[config.mk]
export PLATFORM = sky130hd
export DESIGN_NAME = hhi_ctrl
export DESIGN_NICKNAME = d
export VERILOG_FILES = /design/src/sv/hhi_pkg.sv /design/src/sv/hhi_ctrl.sv
export SDC_FILE = /design/constraint.sdc
export NUM_CORES = 1
export LEC_CHECK = 0
export ABC_CLOCK_PERIOD_IN_PS = 4350
export BUFFER_PORTS_ARGS = -buffer_cell sky130_fd_sc_hd__buf_2
export CORE_AREA = 2 2 52 73
export CTS_CLUSTER_DIAMETER = 120
export CTS_CLUSTER_SIZE = 20
export DETAILED_ROUTE_END_ITERATION = 7
export DIE_AREA = 0 0 54 75
export GPL_ROUTABILITY_DRIVEN = 1
export PLACE_DENSITY = 0.83
export SLEW_MARGIN = 0
export SYNTH_ARGS = -nofsm -noshare
export SYNTH_HDL_FRONTEND = slang
export SYNTH_SLANG_ARGS = --single-unit
export TNS_END_PERCENT = 1
[constraint.sdc]
create_clock -name clk -period 4.35 [get_ports clk]
set_input_delay 0 -clock clk [delete_from_list [all_inputs] [get_ports clk]]
set_output_delay 0 -clock clk [all_outputs]
set_load 0.005 [all_outputs]
[src/sv/hhi_pkg.sv]
// Package for the hopscotch hash index: action and outcome codes, beat structs.
// No dependencies.
package hhi_pkg;

    localparam logic [2:0] ACT_GET_START  = 3'd0;
    localparam logic [2:0] ACT_GET_RESUME = 3'd1;
    localparam logic [2:0] ACT_SET_START  = 3'd2;
    localparam logic [2:0] ACT_SET_RESUME = 3'd3;
    localparam logic [2:0] ACT_SET_MATCH  = 3'd4;

    localparam logic [1:0] OUT_CANDIDATE = 2'd0;
    localparam logic [1:0] OUT_NOT_FOUND = 2'd1;
    localparam logic [1:0] OUT_WRITTEN   = 2'd2;
    localparam logic [1:0] OUT_FULL      = 2'd3;

    typedef struct packed {
        logic [2:0]  action;
        logic [17:0] key_hash;
        logic [4:0]  resume_offset;
        logic [47:0] new_location;
        logic [15:0] entry_size;
    } req_t;

    typedef struct packed {
        logic [1:0]  outcome;
        logic [4:0]  slot_offset;
        logic [47:0] location;
        logic [15:0] stored_size;
    } rsp_t;

    // Datapath address and data selects.
    localparam logic [1:0] ADR_PROBE  = 2'd0;
    localparam logic [1:0] ADR_VICTIM = 2'd1;
    localparam logic [1:0] ADR_DEST   = 2'd2;

    typedef struct packed {
        logic       load_req;
        logic [1:0] rd_sel;
        logic       rd_en;
        logic       set_off;
        logic [6:0] off_val;
        logic       set_d;
        logic       d_from_hop;
        logic       inc_d;
        logic       latch_victim;
        logic       mv_write;
        logic       new_write;
        logic       clr_step;
        logic       clr_write;
        logic       rsp_load;
        logic [1:0] rsp_code;
    } cmd_t;

    typedef struct packed {
        logic       rd_valid;
        logic       rd_tag_eq;
        logic [6:0] off;
        logic [6:0] d;
        logic       clr_done;
    } sts_t;

endpackage

[src/sv/hhi_ctrl.sv]
// Controller for the hopscotch hash index: sequences probe, free search, displacement.
// Depends on hhi_pkg.
module hhi_ctrl
    import hhi_pkg::*;
#(
    parameter int HOP_RANGE = 32
)
(
    input  logic clk,
    input  logic rst_n,
    input  logic req_valid,
    output logic req_ready,
    input  req_t req,
    output logic rsp_valid,
    input  logic rsp_ready,
    input  sts_t sts,
    output cmd_t cmd
);
    localparam logic [3:0] S_CLR   = 4'd0;
    localparam logic [3:0] S_IDLE  = 4'd1;
    localparam logic [3:0] S_PRD   = 4'd2;
    localparam logic [3:0] S_PCHK  = 4'd3;
    localparam logic [3:0] S_FRD   = 4'd4;
    localparam logic [3:0] S_FCHK  = 4'd5;
    localparam logic [3:0] S_VRD   = 4'd6;
    localparam logic [3:0] S_VCHK  = 4'd7;
    localparam logic [3:0] S_DRD   = 4'd8;
    localparam logic [3:0] S_DCHK  = 4'd9;
    localparam logic [3:0] S_WRITE = 4'd10;
    localparam logic [3:0] S_RSP   = 4'd11;

    localparam logic [6:0] HR  = 7'(HOP_RANGE);
    localparam logic [6:0] HRM = 7'(HOP_RANGE - 1);

    logic [3:0] state_reg, state_next;
    logic [2:0] act_reg, act_next;
    logic       rsp_valid_reg, rsp_valid_next;
    logic       accept;
    logic [6:0] from;

    assign req_ready = (state_reg == S_IDLE) && !rsp_valid_reg;
    assign accept    = req_valid && req_ready;
    assign rsp_valid = rsp_valid_reg;
    assign from = (req.action == ACT_GET_RESUME || req.action == ACT_SET_RESUME)
                  ? 7'(req.resume_offset) + 7'd1 : 7'd0;

    // Next state and datapath commands.
    always_comb
    begin
        cmd = '0;
        state_next = state_reg;
        act_next = act_reg;
        rsp_valid_next = rsp_valid_reg && !rsp_ready;
        unique case (state_reg)
            S_CLR:
            begin
                cmd.clr_write = 1'b1;
                cmd.clr_step  = 1'b1;
                if (sts.clr_done)
                    state_next = S_IDLE;
            end
            S_IDLE:
            begin
                if (accept)
                begin
                    cmd.load_req = 1'b1;
                    act_next = req.action;
                    cmd.set_off = 1'b1;
                    if (req.action == ACT_SET_MATCH)
                    begin
                        cmd.off_val = 7'(req.resume_offset);
                        state_next = S_WRITE;
                    end
                    else if (req.action > ACT_SET_MATCH)
                        state_next = S_RSP;
                    else
                    begin
                        cmd.off_val = from;
                        state_next = S_PRD;
                    end
                end
            end
            S_PRD:
            begin
                if (sts.off >= HR)
                begin
                    cmd.set_off = 1'b1;
                    if (act_reg >= ACT_SET_START)
                        state_next = S_FRD;
                    else
                        state_next = S_RSP;
                end
                else
                begin
                    cmd.rd_en = 1'b1;
                    state_next = S_PCHK;
                end
            end
            S_PCHK:
            begin
                if (sts.rd_valid && sts.rd_tag_eq)
                begin
                    cmd.rsp_load = 1'b1;
                    cmd.rsp_code = OUT_CANDIDATE;
                    rsp_valid_next = 1'b1;
                    state_next = S_IDLE;
                end
                else
                begin
                    cmd.set_off = 1'b1;
                    cmd.off_val = sts.off + 7'd1;
                    state_next = S_PRD;
                end
            end
            S_FRD:
            begin
                if (sts.off >= HR)
                begin
                    cmd.set_off = 1'b1;
                    cmd.off_val = HRM;
                    state_next = S_VRD;
                end
                else
                begin
                    cmd.rd_en = 1'b1;
                    state_next = S_FCHK;
                end
            end
            S_FCHK:
            begin
                if (!sts.rd_valid)
                    state_next = S_WRITE;
                else
                begin
                    cmd.set_off = 1'b1;
                    cmd.off_val = sts.off + 7'd1;
                    state_next = S_FRD;
                end
            end
            S_VRD:
            begin
                cmd.rd_en  = 1'b1;
                cmd.rd_sel = ADR_VICTIM;
                state_next = S_VCHK;
            end
            S_VCHK:
            begin
                cmd.latch_victim = 1'b1;
                cmd.set_d = 1'b1;
                cmd.d_from_hop = 1'b1;
                state_next = S_DRD;
            end
            S_DRD:
            begin
                if (sts.d >= HR)
                begin
                    if (sts.off == 7'd0)
                    begin
                        cmd.rsp_load = 1'b1;
                        cmd.rsp_code = OUT_FULL;
                        rsp_valid_next = 1'b1;
                        state_next = S_IDLE;
                    end
                    else
                    begin
                        cmd.set_off = 1'b1;
                        cmd.off_val = sts.off - 7'd1;
                        state_next = S_VRD;
                    end
                end
                else
                begin
                    cmd.rd_en  = 1'b1;
                    cmd.rd_sel = ADR_DEST;
                    state_next = S_DCHK;
                end
            end
            S_DCHK:
            begin
                cmd.rd_sel = ADR_DEST;
                if (!sts.rd_valid)
                begin
                    cmd.mv_write = 1'b1;
                    state_next = S_WRITE;
                end
                else
                begin
                    cmd.inc_d = 1'b1;
                    state_next = S_DRD;
                end
            end
            S_WRITE:
            begin
                cmd.new_write = 1'b1;
                cmd.rsp_load  = 1'b1;
                cmd.rsp_code  = OUT_WRITTEN;
                rsp_valid_next = 1'b1;
                state_next = S_IDLE;
            end
            S_RSP:
            begin
                cmd.rsp_load = 1'b1;
                cmd.rsp_code = OUT_NOT_FOUND;
                rsp_valid_next = 1'b1;
                state_next = S_IDLE;
            end
            default:
                state_next = S_IDLE;
        endcase
    end

    always_ff @(posedge clk or negedge rst_n)
    begin
        if (!rst_n)
        begin
            state_reg     <= S_CLR;
            act_reg       <= '0;
            rsp_valid_reg <= 1'b0;
        end
        else
        begin
            state_reg     <= state_next;
            act_reg       <= act_next;
            rsp_valid_reg <= rsp_valid_next;
        end
    end

`ifndef ASSERT_OFF
    a_no_accept_in_clear: assert property (@(posedge clk) disable iff (!rst_n)
        state_reg == S_CLR |-> !req_ready)
        else $error("item accepted during clear sweep");
    a_one_write: assert property (@(posedge clk) disable iff (!rst_n)
        $countones({cmd.clr_write, cmd.mv_write, cmd.new_write}) <= 1)
        else $error("two memory writes at once");
    a_rsp_after_load: assert property (@(posedge clk) disable iff (!rst_n)
        cmd.rsp_load |=> rsp_valid)
        else $error("result loaded but not shown");
`endif
endmodule

==> results.md, run 1 <==
* Via count at roughly 1400
* Final setup TNS at 0 ps
* Post-route worst setup slack at 1780 ps
* Root buffer cell: clkbuf_8
* Worst hold path class: input port to flip-flop
* GR Util All Layers at 17.2%
* Htree depth at 1
* Status: complete, no violations
* Cell chain of the critical path: nor2b_1 > nand3_1 > clkinv_1 > a32oi_1 > o211ai_1 > buf_2
* DP Worst Slack at between 2000 and 2500 ps
* PD cells at between 400 and 500 mW/mm²
* TritonRoute pass-1 iters at 4
* Netlist cell types at 56
* Static power due to leakage at between 0.6 and 0.7 nW
* Slew HR at between 40% and 50%
* Row Count at 25
* Worst path required time at 4350 ps
* DIE WIDTH at about 54 µm
* Hold WS at about 10 ps
* DRC at 0
* FF+latch area at 175 µm²
* Worst EP arrival at 2570 ps
* First-pass GRT wire length at 5380 µm
* Worst-skew pair later-pin latency at between 200 and 250 ps
* Worst-Margin Slew at 775 ps
* Syn Inst Count at 163
* Final setup fails at 0
* Slew Limit Fails at 0
* Post-CTS Setup Bufs at 0
* WL/cell at between 10 and 15 µm
* ANT nets after route at 0
* Worst Path Max Fanout at 17
* Die area at slightly above 0.004 mm²
* Initial Util at around 34%
* CP Capture Type: output port
* Max Fclk at approximately 400 MHz
* GRT Residual Overflow at 0
* Multi-input gate area at 883 µm²
* Syn_area_per_cell at 7.15 µm²
* Post-synth ARST share at 100%
* Largest net degree at the start of global routing at 18
* Max-cap violations at 0
* Most frequent cells in the layout: buf_2, nor2_1, nand2_1
* Ant. Diodes at 0
* I/O pin total at 136
* CTS Buf Count at 3
* Synth Flop Type: dfrtp_1
* CTS Hold Bufs at 1
* Max FFs per register at 4
* Post-Syn Nets at about 280
* RSZ-0062 raised after global routing: no
* Via density at 5.79
* Post-synth EDFFs at 0
* Max rail drop VDD at roughly 220 µV
* CP max stage cell: nor2b_1
* Commonest non-fill, non-tap cell in the layout: buf_2
* CTS tree: yes
* Core ar. at roughly 0.0034 mm²
* Fillcell total at 375
* DRT Wirelength at approximately 3400 µm
* I/O Buffers at 48
* Maximum buffer depth of the clock tree at 2
* Final Cycle Share at approximately three fifths
* Placed Area at roughly 0.0014 mm²
* NumNets Final at 321
* Final Hold Viols at 0
* Post-route cell area at around 0.0014 mm²
* Placer Congestion at about 0.9
* Seq/Total Area, Yosys at ~15%
* Mapped Area at ~0.0012 mm²
* DR iter-0 viols at 40
* HPWL after DPL at between 2000 and 3000 µm
* Slowest Stage Delay on Critical Path at ~700 ps
* Yosys reg bits at 7
* Chip height at roughly 75 µm
* Synth warn at 0
* Initial antenna violation count at 0
* Post-cts repair resize count at 0
* Layout cells sized above 1 at roughly 29%
* Clk sinks at 7
* Clock-pin slew on the worst setup and hold paths at 40 ps
* Vias in the first global route at 1266
* WS Path Type: flip-flop to output port
* Crit path launch type: flip-flop
* Area Growth Syn to Fin at 24.4%
* Fin Clk Skew at around 0.19 ps
* Fin crit period at approximately 2600 ps
## worst paths after layout
| path | startpoint | endpoint | slack (ps) | cells after the start |
|---|---|---|---|---|
| hold / removal | req[88] | act_reg[1] | 10 | 3 |
| max in group asynchronous | rst_n | state_reg[2] | 4070 | 2 |
| setup reg to reg | state_reg[0] | act_reg[1] | 2170 | 5 |
| min in group asynchronous | rst_n | state_reg[0] | 130 | 2 |
| setup / recovery | state_reg[0] | cmd[12] | 1780 | 6 |
| hold reg to reg | act_reg[2] | act_reg[2] | 490 | 2 |
## critical path: cells and delay by family (launching register included)
| family | cells | cell delay (ps) |
|---|---|---|
| AOI/OAI and AO/OA | 2 | 220 |
| buffers and inverters | 2 | 410 |
| and+or+nand+nor | 2 | 1090 |
| DFF | 1 | 610 |
## metal layers
metal,vias up,global-route usage (%),wire length [µm]
met2,68,27.0,1620
li1,700,-,-
met5,-,0,0
met3,10,1.98,248
met4,0,7.50,74
met1,646,23.6,1430
## stage by stage
| step | power, mW | instances | util, % |
|---|---|---|---|
| 3_3_place_gp | 0.513 | 241 | 41.3 |
| 5_1_grt | 0.671 | 246 | 42.9 |
| 4_1_cts | 0.613 | 246 | 42.9 |
| 3_5_place_dp | 0.520 | 241 | 41.3 |
| 6_report | 0.610 | 246 | 42.9 |
| 2_1_floorplan | 0.399 | 163 | - |
## power by group
part	internal (mW)	total (mW)	switching (mW)	leakage (nW)
combinational	0.162	0.367	0.205	0.566
sequential	0.0920	0.153	0.0607	0.0898
clock	0.0633	0.0909	0.0276	0.0228
total	0.317	0.610	0.293	0.679
## cells in the mapped netlist, drive strengths merged, types with 2 or more instances
master / number / area share [%]
a21boi: 2 / 1.3
a21o: 2 / 1.3
a21oi: 9 / 3.9
a22o: 3 / 2.3
a22oi: 2 / 1.3
a31oi: 4 / 2.1
a32oi: 4 / 3.0
and3: 2 / 1.2
buf: 8 / 4.6
clkbuf: 2 / 0.64
dfrtp: 7 / 15
ha: 3 / 3.2
inv: 11 / 3.5
nand2: 13 / 4.4
nand2b: 8 / 4.3
nand3: 11 / 4.7
nand4: 2 / 1.1
nor2: 16 / 5.8
nor2b: 3 / 1.6
nor3: 3 / 1.3
nor4: 3 / 1.6
nor4b: 2 / 2.8
o211ai: 4 / 2.6
o21a: 2 / 1.3
o21ai: 6 / 2.6
o22ai: 4 / 2.7
o31a: 2 / 1.5
or3: 2 / 1.1
or4: 2 / 1.3
xnor2: 3 / 2.3
## layout make-up
class | count | share of cell area [%]
clock buffer | 4 | 3.11
inverter | 12 | 3.11
multi-input combinational | 134 | 61.0
sequential | 7 | 12.1
tap | 40 | 3.45
timing repair buffer | 49 | 17.3
## logic make-up after synthesis
group                      count (synthesis)  synth area share [%]
and+or+nand+nor                           73                  35.6
AOI/OAI and AO/OA                         52                  32.2
buffers and inverters                     22                  9.13
DFF                                        7                  15.0
xor gates and xnor gates                   4                  3.01
adders and majority gates                  4                  4.08
muxes                                      1                 0.967
(Power assumes the default switching activity.)
==> run 2, diff against run 1 <==
--- a/config.mk
+++ b/config.mk
@@ -5,15 +5,15 @@
 export SDC_FILE = /design/constraint.sdc
 export NUM_CORES = 1
 export LEC_CHECK = 0
-export ABC_CLOCK_PERIOD_IN_PS = 4350
+export ABC_CLOCK_PERIOD_IN_PS = 2200
 export BUFFER_PORTS_ARGS = -buffer_cell sky130_fd_sc_hd__buf_2
-export CORE_AREA = 2 2 52 73
+export CORE_AREA = 2 2 56 79
 export CTS_CLUSTER_DIAMETER = 120
 export CTS_CLUSTER_SIZE = 20
 export DETAILED_ROUTE_END_ITERATION = 7
-export DIE_AREA = 0 0 54 75
+export DIE_AREA = 0 0 58 81
 export GPL_ROUTABILITY_DRIVEN = 1
-export PLACE_DENSITY = 0.83
+export PLACE_DENSITY = 0.76
 export SLEW_MARGIN = 0
 export SYNTH_ARGS = -nofsm -noshare
 export SYNTH_HDL_FRONTEND = slang
==> constraint.sdc (replaced) <==
create_clock -name clk -period 2.2 [get_ports clk]
set_input_delay 0 -clock clk [delete_from_list [all_inputs] [get_ports clk]]
set_output_delay 0 -clock clk [all_outputs]
set_load 0.005 [all_outputs]
==> run 2 against run 1 <==
- wire length increased by 2.4%
- clock-buffer cell count unchanged
- cell area increased by 3.7%
==> results.md, run 2 (same netlist as run 1, synthesis figures left out) <==
* Status: complete, no violations
* Psw at 595 µW (+100%)
* TritonRoute pass-1 iters at 4 (unchanged)
* I/O pin total at 136 (unchanged)
* Slew Limit Fails at 0 (unchanged)
* Via density at 5.48 (-5.3%)
* Max Fclk at 485 MHz
* Commonest non-fill, non-tap cell in the layout: buf_2
* Clk network pwr share at 13.9% (-1.0 points)
* FF+latch area at 175 µm² (unchanged)
* Internal power at 671 µW (+110%)
* GRT Residual Overflow at 0 (unchanged)
* Final Hold Viols at 0 (unchanged)
* Worst path required time at 2200 ps (-2150 ps)
* FF-to-FF setup slack at 400 ps (-1770 ps)
* Placer Congestion at 0.886 (-3.1%)
* DR iter-0 viols at 47 (+18%)
* Fin crit period at 2060 ps
* Row Count at 28 (+12%)
* Crit path launch type: flip-flop
* Initial Util at 28.7% (-5.8 points)
* PD cells at 842 mW/mm² (+100%)
* Placed Area at 0.00143 mm² (+2.6%)
* Vias in the first global route at 1211 (-4.3%)
* Max-cap violations at 0 (unchanged)
* HPWL after DPL at 2710 µm (about the same)
* Clk sinks at 7 (unchanged)
* Sequential power share at 20.5% (-4.5 points)
* Non-filler instance count after layout at 256 (+4.1%)
* Post-CTS Setup Bufs at 0 (unchanged)
* DRT Wirelength at 3460 µm (+2.4%)
* GR Util All Layers at 13.9% (-3.4 points)
* Final Cycle Share at roughly 94%
* I/O Buffers at 48 (unchanged)
* Sw Share at 47.0% (-1.0 points)
* Largest net degree at the start of global routing at 17 (-1)
* Worst EP arrival at 2060 ps (-510 ps)
* First-pass GRT wire length at 5350 µm (-0.65%)
* Worst Path Max Fanout at 16 (-1)
* DRC at 0 (unchanged)
* Final setup fails at 0 (unchanged)
* WS Path Type: flip-flop to output port
* Die area at 0.00470 mm² (+16%)
* Dpl cells at 250 (+3.7%)
* Max FFs per register at 4 (unchanged)
* Worst-Margin Slew at 626 ps (-149 ps)
* Htree depth at 1 (unchanged)
* Fin Clk Skew at 0.351 ps (+0.158 ps)
* Worst hold path class: input port to flip-flop
* Worst-skew pair later-pin latency at 220 ps (about the same)
* Core ar. at 0.00406 mm² (+20%)
* Post-route cell area at 0.00150 mm² (+3.7%)
* CP Capture Type: output port
* WL/cell at 13.5 µm (-1.6%)
* Area Growth Syn to Fin at 29.0%
* Static power due to leakage at 0.703 nW (+3.5%)
* NumNets Final at 326 (+1.6%)
* Ant. Diodes at 0 (unchanged)
* Most frequent cells in the layout: buf_2, nor2_1, nand2_1
* CTS Buf Count at 3 (unchanged)
* Max rail drop VDD at 401 µV (+80%)
* Logic pwr share at 65.6% (+5.5 points)
* Slew HR at 58.1% (+9.9 points)
* CTS tree: yes
* Root buffer cell: clkbuf_8
* Layout cells sized above 1 at 29.9% (+1.2 points)
* Maximum buffer depth of the clock tree at 2 (unchanged)
* Multi-input gate area at 891 µm² (+0.85%)
* Chip height at 81 µm (+8.0%)
* Final setup TNS at 0 ps (unchanged)
* Initial antenna violation count at 0 (unchanged)
* ANT nets after route at 0 (unchanged)
* Clock-pin slew on the worst setup and hold paths at 40 ps (about the same)
* Via count at 1404 (-1.4%)
* DIE WIDTH at 58 µm (+7.4%)
* Fillcell total at 448 (+19%)
* RSZ-0062 raised after global routing: no
-- run 2: worst max-delay path: stages, from the launching register on --
cell	delay, ps
dfrtp_1	540
or4b_4	600
a211oi_4	280
a21oi_1	70
o221ai_1	200
buf_2	150
-- run 2: final cells by class --
cell class	count	area share (%)
repair buffers	54	19.3
flip-flops and latches	7	11.7
multi-input cells	134	59.3
well taps	45	3.75
inverters	12	3.00
clock buffers	4	3.00
-- run 2: metrics by stage --
step / worst slack (ps) / total power [mW] / utilization, % / hold WS, ps
after floorplan: 637 / 0.790 / - / -296
after global routing: 49.2 / 1.38 / 37.0 / 65.1
after CTS: 93.5 / 1.26 / 36.8 / 56.4
after detailed placement: 343 / 1.07 / 35.2 / -159
after global placement: 347 / 1.06 / 35.2 / -155
final: 137 / 1.27 / 37.0 / 56.0
-- run 2: metal layers --
metal  vias to the layer above  part of all wire (%)  GRT usage, %
met1                       631                    43          18.1
met3                         0                   8.0          1.75
met4                         0                     0          3.49
met5                         -                     0             0
met2                        61                    49          23.9
li1                        712                     -             -
-- run 2: worst paths after layout --
kind	from	to	cells after the start
max in group asynchronous	rst_n	state_reg[2]	2
min in group asynchronous	rst_n	state_reg[1]	2
min	rsp_ready	rsp_valid	3
min reg2reg	act_reg[1]	act_reg[1]	2
max reg2reg	state_reg[1]	rsp_valid	4
max	state_reg[1]	cmd[11]	5
-- run 2: power by group through the flow --
| stage | Combinational, mW | Clock (mW) | Sequential [mW] |
|---|---|---|---|
| global placement | 0.812 | 0 | 0.253 |
| CTS | 0.825 | 0.181 | 0.256 |
| floorplan | 0.560 | 0 | 0.230 |
| finish | 0.830 | 0.176 | 0.259 |
| detailed placement | 0.817 | 0 | 0.256 |
| global route | 0.923 | 0.189 | 0.266 |
-- run 2: repair_timing --
| item | CTS | global route |
|---|---|---|
| endpoints found under the setup margin | 0 | 3 |
| endpoints found under the hold margin | 8 | 0 |
| gates resized for setup | 0 | 1 |
| hold buffers | 2 | 0 |
==> run 3, diff against run 2 <==
--- a/config.mk
+++ b/config.mk
@@ -7,13 +7,13 @@
 export LEC_CHECK = 0
 export ABC_CLOCK_PERIOD_IN_PS = 2200
 export BUFFER_PORTS_ARGS = -buffer_cell sky130_fd_sc_hd__buf_2
-export CORE_AREA = 2 2 56 79
+export CORE_AREA = 2 2 66 68
 export CTS_CLUSTER_DIAMETER = 120
 export CTS_CLUSTER_SIZE = 20
 export DETAILED_ROUTE_END_ITERATION = 7
-export DIE_AREA = 0 0 58 81
+export DIE_AREA = 0 0 68 70
 export GPL_ROUTABILITY_DRIVEN = 1
-export PLACE_DENSITY = 0.76
+export PLACE_DENSITY = 0.75
 export SLEW_MARGIN = 0
 export SYNTH_ARGS = -nofsm -noshare
 export SYNTH_HDL_FRONTEND = slang
==> run 3 against run 2 <==
- register-to-register slack gained 60 ps
- non-clock buffer count increased by 2
- clock-buffer cell count unchanged
- core utilization barely moved
- clock skew rose by 0.87 ps
- sequential power down 6%
- wire length is 0.95% higher
- maximum frequency increased by 2.3%
- hold slack worse by 12 ps
- critical path depth stayed put
- critical path type unchanged
- largest power group unchanged
==> results.md, run 3 (same netlist as run 1, synthesis figures left out) <==
* Status: complete, no violations
* Maximum buffer depth of the clock tree at 2 (unchanged)
* GR Util All Layers at 15.3% (+1.4 points)
* Via density at 5.41 (-1.4%)
* Slowest Stage Delay on Critical Path at 610 ps (about the same)
* Psw at 596 µW (+0.24%)
* Die area at 0.00476 mm² (+1.3%)
* Max Fclk at 496 MHz (+2.3%)
* Non-filler instance count after layout at 265 (+3.5%)
* Via count at 1433 (+2.1%)
* Root buffer cell: clkbuf_8
* HPWL after DPL at 2820 µm (+4.0%)
* Post-CTS Setup Bufs at 0 (unchanged)
* Sequential power share at 19.0% (-1.5 points)
* Slew HR at 55.8% (-2.3 points)
* CP Capture Type: output port
* Logic pwr share at 67.3% (+1.7 points)
* Final Cycle Share at 91.7% (-2.1 points)
* RSZ-0062 raised after global routing: no
* Clk sinks at 7 (unchanged)
* Final Hold Viols at 0 (unchanged)
* FF-to-FF setup slack at 460 ps (+60 ps)
* Ant. Diodes at 0 (unchanged)
* Worst-skew pair later-pin latency at 220 ps (about the same)
* Commonest non-fill, non-tap cell in the layout: buf_2
* Dpl cells at 259 (+3.6%)
* Row Count at 24 (-14%)
* Vias in the first global route at 1283 (+5.9%)
* Final setup fails at 0 (unchanged)
* Worst Path Max Fanout at 12 (-4)
* Slew Limit Fails at 0 (unchanged)
* Sw Share at 46.4% (-0.59 points)
* Chip height at 70 µm (-14%)
* Placer Congestion at 0.842 (-5.0%)
* Layout cells sized above 1 at 31.5% (+1.6 points)
* Htree depth at 1 (unchanged)
* PD cells at 839 mW/mm² (-0.39%)
* NumNets Final at 328 (+0.61%)
* Cell chain of the critical path: or4b_4 > a211oi_4 > a32oi_1 > o211ai_1 > buf_2
* Internal power at 689 µW (+2.7%)
* Core ar. at 0.00414 mm² (+2.0%)
* Final setup TNS at 0 ps (unchanged)
* Max FFs per register at 4 (unchanged)
* I/O Buffers at 48 (unchanged)
* I/O pin total at 136 (unchanged)
* Fillcell total at 455 (+1.6%)
* Worst EP arrival at 2020 ps (-40 ps)
* Total power at 1.28 mW (+1.5%)
* Placed Area at 0.00145 mm² (+1.7%)
* GRT Residual Overflow at 0 (unchanged)
* DIE WIDTH at 68 µm (+17%)
* Clock-pin slew on the worst setup and hold paths at 40 ps (about the same)
* Max-cap violations at 0 (unchanged)
* CTS Buf Count at 3 (unchanged)
* Area Growth Syn to Fin at 31.5%
* Worst hold path class: input port to flip-flop
* DRT Wirelength at 3500 µm (+0.95%)
* ANT nets after route at 0 (unchanged)
* DRC at 0 (unchanged)
* Fin Clk Skew at 1.22 ps (+0.867 ps)
* Initial Util at 28.1% (-0.55 points)
* Most frequent cells in the layout: buf_2, nor2_1, nand2_1
* Fin crit period at 2020 ps (-45.6 ps)
* Initial antenna violation count at 0 (unchanged)
* Worst path required time at 2200 ps (about the same)
* WL/cell at 13.2 µm (-2.5%)
* CP max stage cell: or4b_4
* WS Path Type: flip-flop to output port
* Worst-Margin Slew at 662 ps (+35.3 ps)
* Clk network pwr share at 13.7% (-0.2 points)
* Hold WS at 43.7 ps (-12.3 ps)
* Largest net degree at the start of global routing at 17 (unchanged)
* Static power due to leakage at 0.709 nW (+0.93%)
* Crit path launch type: flip-flop
* First-pass GRT wire length at 5870 µm (+9.8%)
* DR iter-0 viols at 84 (+79%)
* CTS tree: yes
* TritonRoute pass-1 iters at 4 (unchanged)
* Max rail drop VDD at 310 µV (-23%)
* Post-route cell area at 0.00153 mm² (+1.9%)
## run 3: critical path, delay by kind of cell, from the launching register on
family                 cells  cell delay (ps)
AOI/OAI and AO/OA          3              550
buffers and inverters      1              150
DFF                        1              480
and+or+nand+nor            1              610
## run 3: layout make-up
type,count,area [µm²],area share [%]
Clock buffer,4,45.0,2.94
Tap cell,52,65.1,4.25
Multi-Input combinational cell,134,891,58.2
Sequential cell,7,176,11.5
Inverter,12,48.8,3.19
Timing Repair Buffer,56,305,19.9
## run 3: final timing paths
check                        startpoint            to  depth (start not counted)
max                        state_reg[2]       cmd[13]                          5
min                           rsp_ready     rsp_valid                          3
max reg2reg                state_reg[2]     rsp_valid                          4
min reg2reg                  act_reg[1]    act_reg[1]                          2
max in group asynchronous         rst_n  state_reg[2]                          2
min in group asynchronous         rst_n  state_reg[0]                          2
## run 3: metal layers
metal	global-route usage, %	up-vias	routed length (µm)
li1	-	710	-
met1	22.4	657	1590
met2	21.7	60	1560
met3	3.38	6	295
met4	5.33	0	55
met5	0	-	0
## run 3: repair_timing
item | CTS | global route
endpoints found under the setup margin | 0 | 3
endpoints found under the hold margin | 8 | 0
hold buffers | 2 | 0
resized for setup | 0 | 3
## run 3: power by group through the flow
stage	logic (mW)	registers [mW]	clock network [mW]
6_report	0.865	0.244	0.176
5_1_grt	0.979	0.255	0.191
4_1_cts	0.860	0.241	0.182
3_5_place_dp	0.854	0.243	0
3_3_place_gp	0.846	0.241	0
2_1_floorplan	0.560	0.230	0
## run 3: per-stage QoR
stage               utilization (%)  setup slack, ps
global placement               35.1              299
CTS                            36.7             79.7
floorplan                         -              637
finish                         37.0              183
detailed placement             35.1              341
global route                   37.0             71.8
